### config.mk
export PLATFORM = sky130hd
export DESIGN_NAME = emergency_stop_latch_controller
export DESIGN_NICKNAME = d
export VERILOG_FILES = /design/src/hdl/esl_pkg.sv /design/src/hdl/esl_step.sv /design/src/hdl/emergency_stop_latch_controller.sv
export SDC_FILE = /design/constraint.sdc
export NUM_CORES = 1
export LEC_CHECK = 0
export ABC_CLOCK_PERIOD_IN_PS = 11500
export BUFFER_PORTS_ARGS = -buffer_cell sky130_fd_sc_hd__buf_2
export CAP_MARGIN = 20
export CORE_UTILIZATION = 40
export DETAILED_ROUTE_END_ITERATION = 16
export GPL_TIMING_DRIVEN = 1
export SLEW_MARGIN = 40
export SYNTH_ARGS = -nofsm -noshare
export SYNTH_HDL_FRONTEND = slang
export SYNTH_SLANG_ARGS = --single-unit
### constraint.sdc
create_clock -name clk -period 11.5 [get_ports clk]
set_clock_uncertainty 0.15 [all_clocks]
set_input_delay 2.3 -clock clk [delete_from_list [all_inputs] [get_ports clk]]
set_output_delay 2.3 -clock clk [all_outputs]
set_load 0.005 [all_outputs]
### src/hdl/esl_pkg.sv
package esl_pkg;

  // LED blink timing
  localparam int BLINK_HALF_MS     = 100;
  localparam int BLINK_PERIOD_MS   = 2 * BLINK_HALF_MS;
  localparam int PENDING_PERIOD_MS = 200;
  localparam int PENDING_ON_MS     = 100;
  localparam int BLINK_PH_W        = $clog2(BLINK_PERIOD_MS);
  localparam int PEND_PH_W         = $clog2(PENDING_PERIOD_MS);

  // configuration register reset values
  localparam logic [15:0] DEBOUNCE_RST = 16'd50;
  localparam logic [15:0] RELEASE_RST  = 16'd1000;
  localparam logic [15:0] STUCK_RST    = 16'd5000;

  // configuration register indexes
  localparam logic [1:0] CFG_DEBOUNCE = 2'd0;
  localparam logic [1:0] CFG_RELEASE  = 2'd1;
  localparam logic [1:0] CFG_STUCK    = 2'd2;

  localparam logic [2:0] SRC_BUTTON = 3'd0;

  typedef enum logic [1:0] {
    MODE_ARMED     = 2'd0,
    MODE_TRIGGERED = 2'd1,
    MODE_PENDING   = 2'd2
  } mode_t;

  typedef enum logic [1:0] {
    OP_TICK        = 2'd0,
    OP_TRIGGER     = 2'd1,
    OP_RESET_REQ   = 2'd2,
    OP_BUTTON_EDGE = 2'd3
  } op_t;

  typedef enum logic [1:0] {
    STATUS_OK            = 2'd0,
    STATUS_NOT_TRIGGERED = 2'd1,
    STATUS_PRESSED       = 2'd2
  } status_t;

  typedef struct packed {
    logic [15:0] debounce_ms;
    logic [15:0] release_delay_ms;
    logic [15:0] stuck_timeout_ms;
  } cfg_t;

  typedef struct packed {
    op_t        op;
    logic       pressed;
    logic [2:0] source;
  } item_t;

  typedef struct packed {
    mode_t                 mode;
    logic [31:0]           now_ms;
    logic [31:0]           entry_time;
    logic [31:0]           press_start;
    logic                  debounced;
    logic                  relay;
    logic                  led;
    logic [2:0]            source;
    logic [31:0]           trig_total;
    logic [31:0]           trig_stamp;
    logic [BLINK_PH_W-1:0] blink_ph;   // now_ms mod BLINK_PERIOD_MS
    logic [PEND_PH_W-1:0]  pend_ph;    // now_ms mod PENDING_PERIOD_MS
  } state_t;

  typedef struct packed {
    status_t     status;
    mode_t       mode;
    logic        relays_on;
    logic        led_on;
    logic        press_debounced;
    logic [2:0]  trigger_source;
    logic [31:0] trigger_total;
    logic [31:0] trigger_stamp;
    logic        health;
  } result_t;

endpackage

### src/hdl/esl_step.sv
module esl_step (
  input  esl_pkg::state_t  st,
  input  esl_pkg::cfg_t    cfg,
  input  esl_pkg::item_t   item,
  output esl_pkg::state_t  st_nxt,
  output esl_pkg::result_t res
);

  logic [31:0]                    tick_now;
  logic [esl_pkg::BLINK_PH_W-1:0] blink_ph_n;
  logic [esl_pkg::PEND_PH_W-1:0]  pend_ph_n;
  logic                           latch;
  logic [2:0]                     latch_src;
  logic [31:0]                    latch_time;

  assign tick_now = st.now_ms + 32'd1;

  // phase counters restart when the 32-bit clock wraps, as the modulo would
  always_comb begin
    if (tick_now == 32'd0 ||
        st.blink_ph == esl_pkg::BLINK_PH_W'(esl_pkg::BLINK_PERIOD_MS - 1)) begin
      blink_ph_n = '0;
    end else begin
      blink_ph_n = st.blink_ph + esl_pkg::BLINK_PH_W'(1);
    end
    if (tick_now == 32'd0 ||
        st.pend_ph == esl_pkg::PEND_PH_W'(esl_pkg::PENDING_PERIOD_MS - 1)) begin
      pend_ph_n = '0;
    end else begin
      pend_ph_n = st.pend_ph + esl_pkg::PEND_PH_W'(1);
    end
  end

  always_comb begin
    st_nxt     = st;
    res.status = esl_pkg::STATUS_OK;
    latch      = 1'b0;
    latch_src  = item.source;
    latch_time = st.now_ms;

    case (item.op)
      esl_pkg::OP_TICK: begin
        st_nxt.now_ms   = tick_now;
        st_nxt.blink_ph = blink_ph_n;
        st_nxt.pend_ph  = pend_ph_n;
        if (item.pressed) begin
          if ((tick_now - st.press_start) > {16'd0, cfg.debounce_ms}) begin
            st_nxt.debounced = 1'b1;
          end
        end else begin
          st_nxt.debounced   = 1'b0;
          st_nxt.press_start = tick_now;
        end
        case (st.mode)
          esl_pkg::MODE_ARMED: begin
            if (st_nxt.debounced) begin
              latch      = 1'b1;
              latch_src  = esl_pkg::SRC_BUTTON;
              latch_time = tick_now;
            end
          end
          esl_pkg::MODE_PENDING: begin
            if ((tick_now - st.entry_time) > {16'd0, cfg.release_delay_ms}) begin
              st_nxt.relay      = 1'b0;
              st_nxt.mode       = esl_pkg::MODE_ARMED;
              st_nxt.entry_time = tick_now;
            end
          end
          default: ;
        endcase
      end
      esl_pkg::OP_TRIGGER: begin
        latch = 1'b1;
      end
      esl_pkg::OP_RESET_REQ: begin
        if (st.mode != esl_pkg::MODE_TRIGGERED) begin
          res.status = esl_pkg::STATUS_NOT_TRIGGERED;
        end else if (item.pressed) begin
          res.status = esl_pkg::STATUS_PRESSED;
        end else begin
          st_nxt.mode       = esl_pkg::MODE_PENDING;
          st_nxt.entry_time = st.now_ms;
        end
      end
      esl_pkg::OP_BUTTON_EDGE: begin
        st_nxt.press_start = st.now_ms;
      end
      default: ;
    endcase

    if (latch) begin
      st_nxt.source     = latch_src;
      st_nxt.trig_total = st.trig_total + 32'd1;
      st_nxt.trig_stamp = latch_time;
      st_nxt.relay      = 1'b1;
      st_nxt.mode       = esl_pkg::MODE_TRIGGERED;
      st_nxt.entry_time = latch_time;
    end

    // LED follows the mode only on a tick
    if (item.op == esl_pkg::OP_TICK) begin
      case (st_nxt.mode)
        esl_pkg::MODE_ARMED:
          st_nxt.led = (blink_ph_n < esl_pkg::BLINK_PH_W'(esl_pkg::BLINK_HALF_MS));
        esl_pkg::MODE_TRIGGERED:
          st_nxt.led = 1'b1;
        esl_pkg::MODE_PENDING:
          st_nxt.led = (pend_ph_n < esl_pkg::PEND_PH_W'(esl_pkg::PENDING_ON_MS));
        default:
          st_nxt.led = 1'b0;
      endcase
    end

    res.mode            = st_nxt.mode;
    res.relays_on       = st_nxt.relay;
    res.led_on          = st_nxt.led;
    res.press_debounced = st_nxt.debounced;
    res.trigger_source  = st_nxt.source;
    res.trigger_total   = st_nxt.trig_total;
    res.trigger_stamp   = st_nxt.trig_stamp;
    res.health          = (st_nxt.mode == esl_pkg::MODE_PENDING) &&
                          ((st_nxt.now_ms - st_nxt.entry_time) >
                           {16'd0, cfg.stuck_timeout_ms});
  end

endmodule

### src/hdl/emergency_stop_latch_controller.sv
// Emergency stop latch. Every request on the in_ channel (tick, external
// trigger, reset request or button edge) yields exactly one result on the
// out_ channel, showing the latch state after that request. A new request is
// taken every clock cycle while in_stall is low; a request passes an input
// register and one step of next-state logic into the result register, which
// drives out_. in_stall rises only while a result is held by out_stall and
// the input register is full.
// cfg_ready is always high; writes take effect on the next request, and
// writes to an index beyond the register list are ignored.
module emergency_stop_latch_controller (
  input  logic        clk,
  input  logic        rst_n,
  input  logic        in_valid,
  output logic        in_stall,
  input  logic [1:0]  in_op,
  input  logic        in_button_pressed,
  input  logic [2:0]  in_source,
  output logic        out_valid,
  input  logic        out_stall,
  output logic [1:0]  out_status,
  output logic [1:0]  out_mode,
  output logic        out_relays_on,
  output logic        out_led_on,
  output logic        out_press_debounced,
  output logic [2:0]  out_trigger_source,
  output logic [31:0] out_trigger_total,
  output logic [31:0] out_trigger_stamp,
  output logic        out_health,
  input  logic        cfg_valid,
  output logic        cfg_ready,
  input  logic [1:0]  cfg_index,
  input  logic [15:0] cfg_data
);

  esl_pkg::cfg_t    cfg_r;
  esl_pkg::state_t  st_r;
  esl_pkg::state_t  st_nxt;
  esl_pkg::item_t   item_r;
  esl_pkg::result_t res_nxt;
  esl_pkg::result_t res_r;
  logic             in_valid_r;
  logic             out_valid_r;
  logic             advance;

  assign advance   = !out_valid_r || !out_stall;
  assign in_stall  = in_valid_r && !advance;
  assign cfg_ready = 1'b1;

  always_ff @(posedge clk) begin
    if (!rst_n) begin
      cfg_r.debounce_ms      <= esl_pkg::DEBOUNCE_RST;
      cfg_r.release_delay_ms <= esl_pkg::RELEASE_RST;
      cfg_r.stuck_timeout_ms <= esl_pkg::STUCK_RST;
    end else if (cfg_valid) begin
      case (cfg_index)
        esl_pkg::CFG_DEBOUNCE: cfg_r.debounce_ms      <= cfg_data;
        esl_pkg::CFG_RELEASE:  cfg_r.release_delay_ms <= cfg_data;
        esl_pkg::CFG_STUCK:    cfg_r.stuck_timeout_ms <= cfg_data;
        default: ;
      endcase
    end
  end

  // input register
  always_ff @(posedge clk) begin
    if (!rst_n) begin
      in_valid_r <= 1'b0;
    end else if (!in_stall) begin
      in_valid_r <= in_valid;
    end
  end

  always_ff @(posedge clk) begin
    if (in_valid && !in_stall) begin
      item_r.op      <= esl_pkg::op_t'(in_op);
      item_r.pressed <= in_button_pressed;
      item_r.source  <= in_source;
    end
  end

  esl_step u_step (
    .st     (st_r),
    .cfg    (cfg_r),
    .item   (item_r),
    .st_nxt (st_nxt),
    .res    (res_nxt)
  );

  always_ff @(posedge clk) begin
    if (!rst_n) begin
      st_r <= '0;
    end else if (in_valid_r && advance) begin
      st_r <= st_nxt;
    end
  end

  // result register
  always_ff @(posedge clk) begin
    if (!rst_n) begin
      out_valid_r <= 1'b0;
    end else if (advance) begin
      out_valid_r <= in_valid_r;
    end
  end

  always_ff @(posedge clk) begin
    if (in_valid_r && advance) begin
      res_r <= res_nxt;
    end
  end

  assign out_valid           = out_valid_r;
  assign out_status          = res_r.status;
  assign out_mode            = res_r.mode;
  assign out_relays_on       = res_r.relays_on;
  assign out_led_on          = res_r.led_on;
  assign out_press_debounced = res_r.press_debounced;
  assign out_trigger_source  = res_r.trigger_source;
  assign out_trigger_total   = res_r.trigger_total;
  assign out_trigger_stamp   = res_r.trigger_stamp;
  assign out_health          = res_r.health;

endmodule

Word level (Yosys, flattened, before mapping)
Index checks and enable logic that the tools add are counted. Widths: inputs -> output; s select.

Flip-flop bits (word level): 315. ROM bits: 0. Memories kept: 0. Input bits: 29. Output and inout bits: 78. Bits in writable memories: 0. Bits in latches: 0.

Divide/modulo/power cells: 0. Shift-type cells: 0. $mul: 0. Reductions and logical operators: 23. Multiplexer cells: 38. Bitwise logic cells: 1. Equality and inequality tests: 12. Magnitude comparators: 5. Add/subtract/negate cells: 7.

Operators by type and width (number): $mux 32 (10); $pmux 32 s2 (2); $gt 32x16->1 (3); $sub 32x32->32 (3); $mux 67 (1); $add 32x1->32 const B (2); $logic_not 32->1 (1); $add 8x1->8 const B (2); $eq 8x8->1 const B (2); $lt 8x7->1 const B (2); $mux 8 (2); $mux 2 (7); $eq 2x2->1 const B (5); $mux 1 (10); $mux 3 (3); $logic_not 2->1 (4); $reduce_and 2->1 (4); $eq 2x1->1 const B (3); $logic_and 1x1->1 (4); $logic_not 1->1 (4); $pmux 2 s2 (1); $logic_or 1x1->1 (3); $pmux 1 s3 (1); $reduce_and 3->1 (1); 6 further kinds (6).

Depth between registers and ports, before layout
Word-level depth: 13. Gate-level depth with buffers: 52. Depth with buffers taken out: 48.

Modules after synthesis
From an unflattened synthesis, not the netlist that was laid out.

Cell total of the unflattened synthesis: 3138. Area, all modules: 25007.7 µm².

Modules (own cells, without submodules): esl_step (cells each 2060, sequential area each 0.0 µm², area each 13233.9 µm², instances 1); emergency_stop_latch_controller (cells each 1078, sequential area each 7116.8 µm², area each 11773.8 µm², instances 1).

Worst setup path before layout
OpenSTA, ideal clock, no wires.

Path type: reg-to-reg. Start point: register st_r[150] (netlist bit). End point: register res_r (netlist bit out_health), data pin. Required time: 11.079 ns. Data arrival time: 9.886 ns. Clock period less this slack: 10.307 ns. Path slack: 1.193 ns. Library setup time: 0.271 ns. Stages on the path, launching flop included: 52. Cells stage by stage: dfxtp_1 -> ha_1 -> buf_2 -> nand3_1 -> nor3_1 -> and3_1 -> clkbuf_1 -> xnor2_1 -> inv_1 -> ha_1 -> clkbuf_1 -> nand4_1 -> nor3_1 -> o21ai_0 -> nand2_1 -> xor2_1 -> ha_1 -> nand4_1 -> [16 not listed] -> o21a_1 -> nor2_1 -> o21bai_1 -> a21oi_1 -> xnor2_1 -> ha_1 -> a21o_1 -> a21o_1 -> a21oi_1 -> o21ai_0 -> a21oi_1 -> a41oi_1 -> a2111oi_0 -> nand4_1 -> nor4_1 -> o311ai_0 -> a2111oi_0 -> nor3b_1.

RTL lines: start, declared (RTL line emergency_stop_latch_controller.sv:36) `esl_pkg::state_t st_r;`; start signal, assigned (RTL line emergency_stop_latch_controller.sv:93) `st_r <= st_nxt;`; end signal, assigned (RTL line emergency_stop_latch_controller.sv:108) `res_r <= res_nxt;`; end, declared (RTL line emergency_stop_latch_controller.sv:40) `esl_pkg::result_t res_r;`.

==> out/qor.csv <==
stage,metric,value,unit
status,status,completed,
yosys,syn_area_per_cell,7.738,um2
route,WL/cell,21.39,um
global_routing,pin count of the biggest net entering global routing,70,
route,final wirelength,81.98,mm
layout,design area,26080,um2
critical_path,CP max stage delay,0.45,ns
route,post-route ant nets,0,
yosys,"FF+latch count, synth",315,
critical_path,Worst R2R Start,st_r[150]$_SDFFE_PN0P_,
critical_path,Worst R2R End,out_health$_DFFE_PP_,
placement,dpl cell area,24620,um2
critical_path,FF-to-FF setup slack,0.59,ns
yosys,Netlist Area Pre-Place,23210,um2
floorplan,Die W,242.9,um
critical_path,"Max FO, Critical Path",9,
power_and_ir_drop,peak supply drop,0.1056,mV
cts,CTS Hold Bufs,0,
layout,synth-to-layout area growth,12.36,%
floorplan,Starting Density,40.84,%
critical_path,Worst Setup SP,st_r[150]$_SDFFE_PN0P_,
timing,fmax,91.66,MHz
layout,"Cell Count, Final, Fillers Out",3833,
placement,RePlAce Congestion,0.9907,
timing,Final Hold Fails,0,
job,max_cap viols,0,
yosys,"Async S/R FF share, synth",0,%
placement,dpl ws,0.2644,ns
yosys,cell taking the most area after synthesis,dfxtp_1,
cts,"CTS clk-pin slew, worst paths",0.06,ns
placement,HPWL after detailed placement,61.10,mm
timing,actual slew at the worst max-slew pin,0.8227,ns
route,DRC violations left,0,
layout,layout cells sized above 1,11.02,%
critical_path,Reg2Reg Depth,51,
floorplan,die height,242.9,um
layout,layout net count,3227,
global_routing,GRT Total Usage,26.97,%
floorplan,Rows,87,
global_routing,initial antenna violation count,1,
cts,htree depth,2,
global_routing,grt total ovfl,0,
power_and_ir_drop,Leak,10.07,nW
yosys,ys flop type,dfxtp_1,
timing,WHS,0.3071,ns
global_routing,vias in the first global route,21470,
placement,placed insts,3759,
timing,ratio of final minimum period to clock period,94.87,%
yosys,synth warn,0,
critical_path,critical path's slowest cell,dfxtp_1,
timing,setup_tns,0,ns
cts,clock latency on the worst-skew pair,0.57,ns
yosys,cell count after synthesis,2999,
cts,CTS tree,built,
critical_path,crit start category,flip-flop,
critical_path,crit path DAT,11.05,ns
critical_path,Setup CP Type,reg2reg,
cts,CTS buffer count,38,
route,First DRT Iteration DRCs,2074,
yosys,"Seq/Total Area, Yosys",30.67,%
timing,slew margin rel.,45.02,%
placement,Buffers on Ports,105,
yosys,synth top area cells,"dfxtp_1 20%, edfxtp_1 10%, ha_1 7.8%",
floorplan,die area,58990,um2
critical_path,worst path required time,11.64,ns
route,DR pass1 iterations,5,
cts,Clock Path Buffers,3,
yosys,"count leader, synth",nand2_1,
cts,root buffer cell,clkbuf_16,
yosys,Synth cell types,96,
yosys,Mapped Nets,3176,
layout,ANT cells,0,
yosys,"top cells by count, synth","338 x nand2_1, 250 x nor2_1, 243 x a21oi_1",
layout,post-layout util,45.89,%
yosys,Synth top area share,20.19,%
floorplan,Core Area,56820,um2
floorplan,Top Ports,107,
timing,RSZ-0062 raised after global routing,no,
route,detail-routed via count per cell,6.015,
power_and_ir_drop,total power draw,3.058,mW
hold_path,min-delay worst type,reg2reg,
route,total number of vias,23060,
power_and_ir_drop,Cell Pwr Density,117.3,nW/um2
cts,clock sink count,315,
critical_path,CP Capture Type,flip-flop,
critical_path,Critical Path Sink,out_health$_DFFE_PP_,
timing,Pins Over Slew Limit,0,
yosys,"EDFF count, synth",81,
timing,post-route setup slack,0.5896,ns
timing,post-layout minimum cycle time,10.91,ns
global_routing,wire length of the first global-routing pass,125.1,mm
timing,Setup Viol. Count Final,0,
where the power goes:
group / switching, mW / internal (mW)
Combinational: 0.372 / 0.211
Clock: 0.501 / 0.779
Sequential: 0.0222 / 1.17
Total: 0.896 / 2.16
registers in the layout, indices dropped and copies added, names as in the netlist:
| register | cells |
|---|---|
| cfg_r | 48 |
| in_valid_r | 1 |
| item_r | 6 |
| out_health | 1 |
| out_led_on | 1 |
| out_mode | 2 |
| out_press_debounced | 1 |
| out_relays_on | 1 |
| out_status | 2 |
| out_trigger_source | 3 |
| out_trigger_stamp | 32 |
| out_trigger_total | 32 |
| out_valid | 1 |
| st_r | 184 |
worst max-delay path: cells and delay by family, from the launching register on:
kind / cells / cell delay (ns)
DFF: 1 / 0.45
xor gates and xnor gates: 3 / 0.60
buffers and inverters: 5 / 0.85
AOI/OAI and AO/OA: 23 / 4.60
and+or+nand+nor: 15 / 2.50
adders and majority gates: 5 / 1.45
cell families after synthesis:
kind of cell	after synthesis	share of synthesized area, %
fa+ha+maj	148	8.076
mux	30	1.332
xor+xnor	209	7.920
buf+inv	356	6.022
compound gates	843	22.78
flops	315	30.67
simple gates	1097	23.19
other cells	1	0.01616
cell type report:
cell class / instances / area, um2
fill: 5729 / 30750
multi-input combinational: 2328 / 14830
sequential: 315 / 7122
timing repair buffer: 200 / 1246
clock buffer: 47 / 1005
tap: 756 / 945.9
inverter: 167 / 635.6
clock inverter: 20 / 294.0
placed cells by master, fill, tap and decap left out, drive strengths merged, types with 35 or more instances in the layout:
cell,instances
o21ai,221
clkbuf,48
nand3,131
a21oi,243
nor2,251
xor2,59
or3,50
a211oi,35
o211ai,61
nor3,67
buf,199
ha,145
nand2,341
nand4,52
dfxtp,234
inv,165
o31ai,37
edfxtp,81
and3,42
xnor2,150
a21o,47
repair_timing:
item | 4_1_cts | 5_1_grt
gates resized for setup | 0 | 26
setup buffers | 0 | 6
endpoints found under the setup margin | 0 | 1
layer usage:
layer,wire [um],global-route usage [%],up-vias,share of wire [%]
li1,-,-,10890,-
met1,34140,34.23,10940,42
met2,37970,44.81,1009,46
met3,5463,3.428,220,6.7
met4,4412,13.69,0,5.4
met5,0,0,-,0
worst min-delay path by stage:
stage	endpoint	cells after the start	slack [ns]	from
floorplan	cfg_r[10]$_SDFFE_PN0P_	2	0.29	cfg_r[10]$_SDFFE_PN0P_
finish	cfg_r[6]$_SDFFE_PN0P_	2	0.31	cfg_r[6]$_SDFFE_PN0P_
CTS	cfg_r[42]$_SDFFE_PN0P_	2	0.31	cfg_r[42]$_SDFFE_PN0P_
global placement	st_r[81]$_SDFFE_PN0P_	2	0.29	st_r[81]$_SDFFE_PN0P_
global route	cfg_r[42]$_SDFFE_PN0P_	2	0.32	cfg_r[42]$_SDFFE_PN0P_
detailed placement	cfg_r[42]$_SDFFE_PN0P_	2	0.30	cfg_r[42]$_SDFFE_PN0P_
Note: power is estimated with default switching activity, not from simulation.
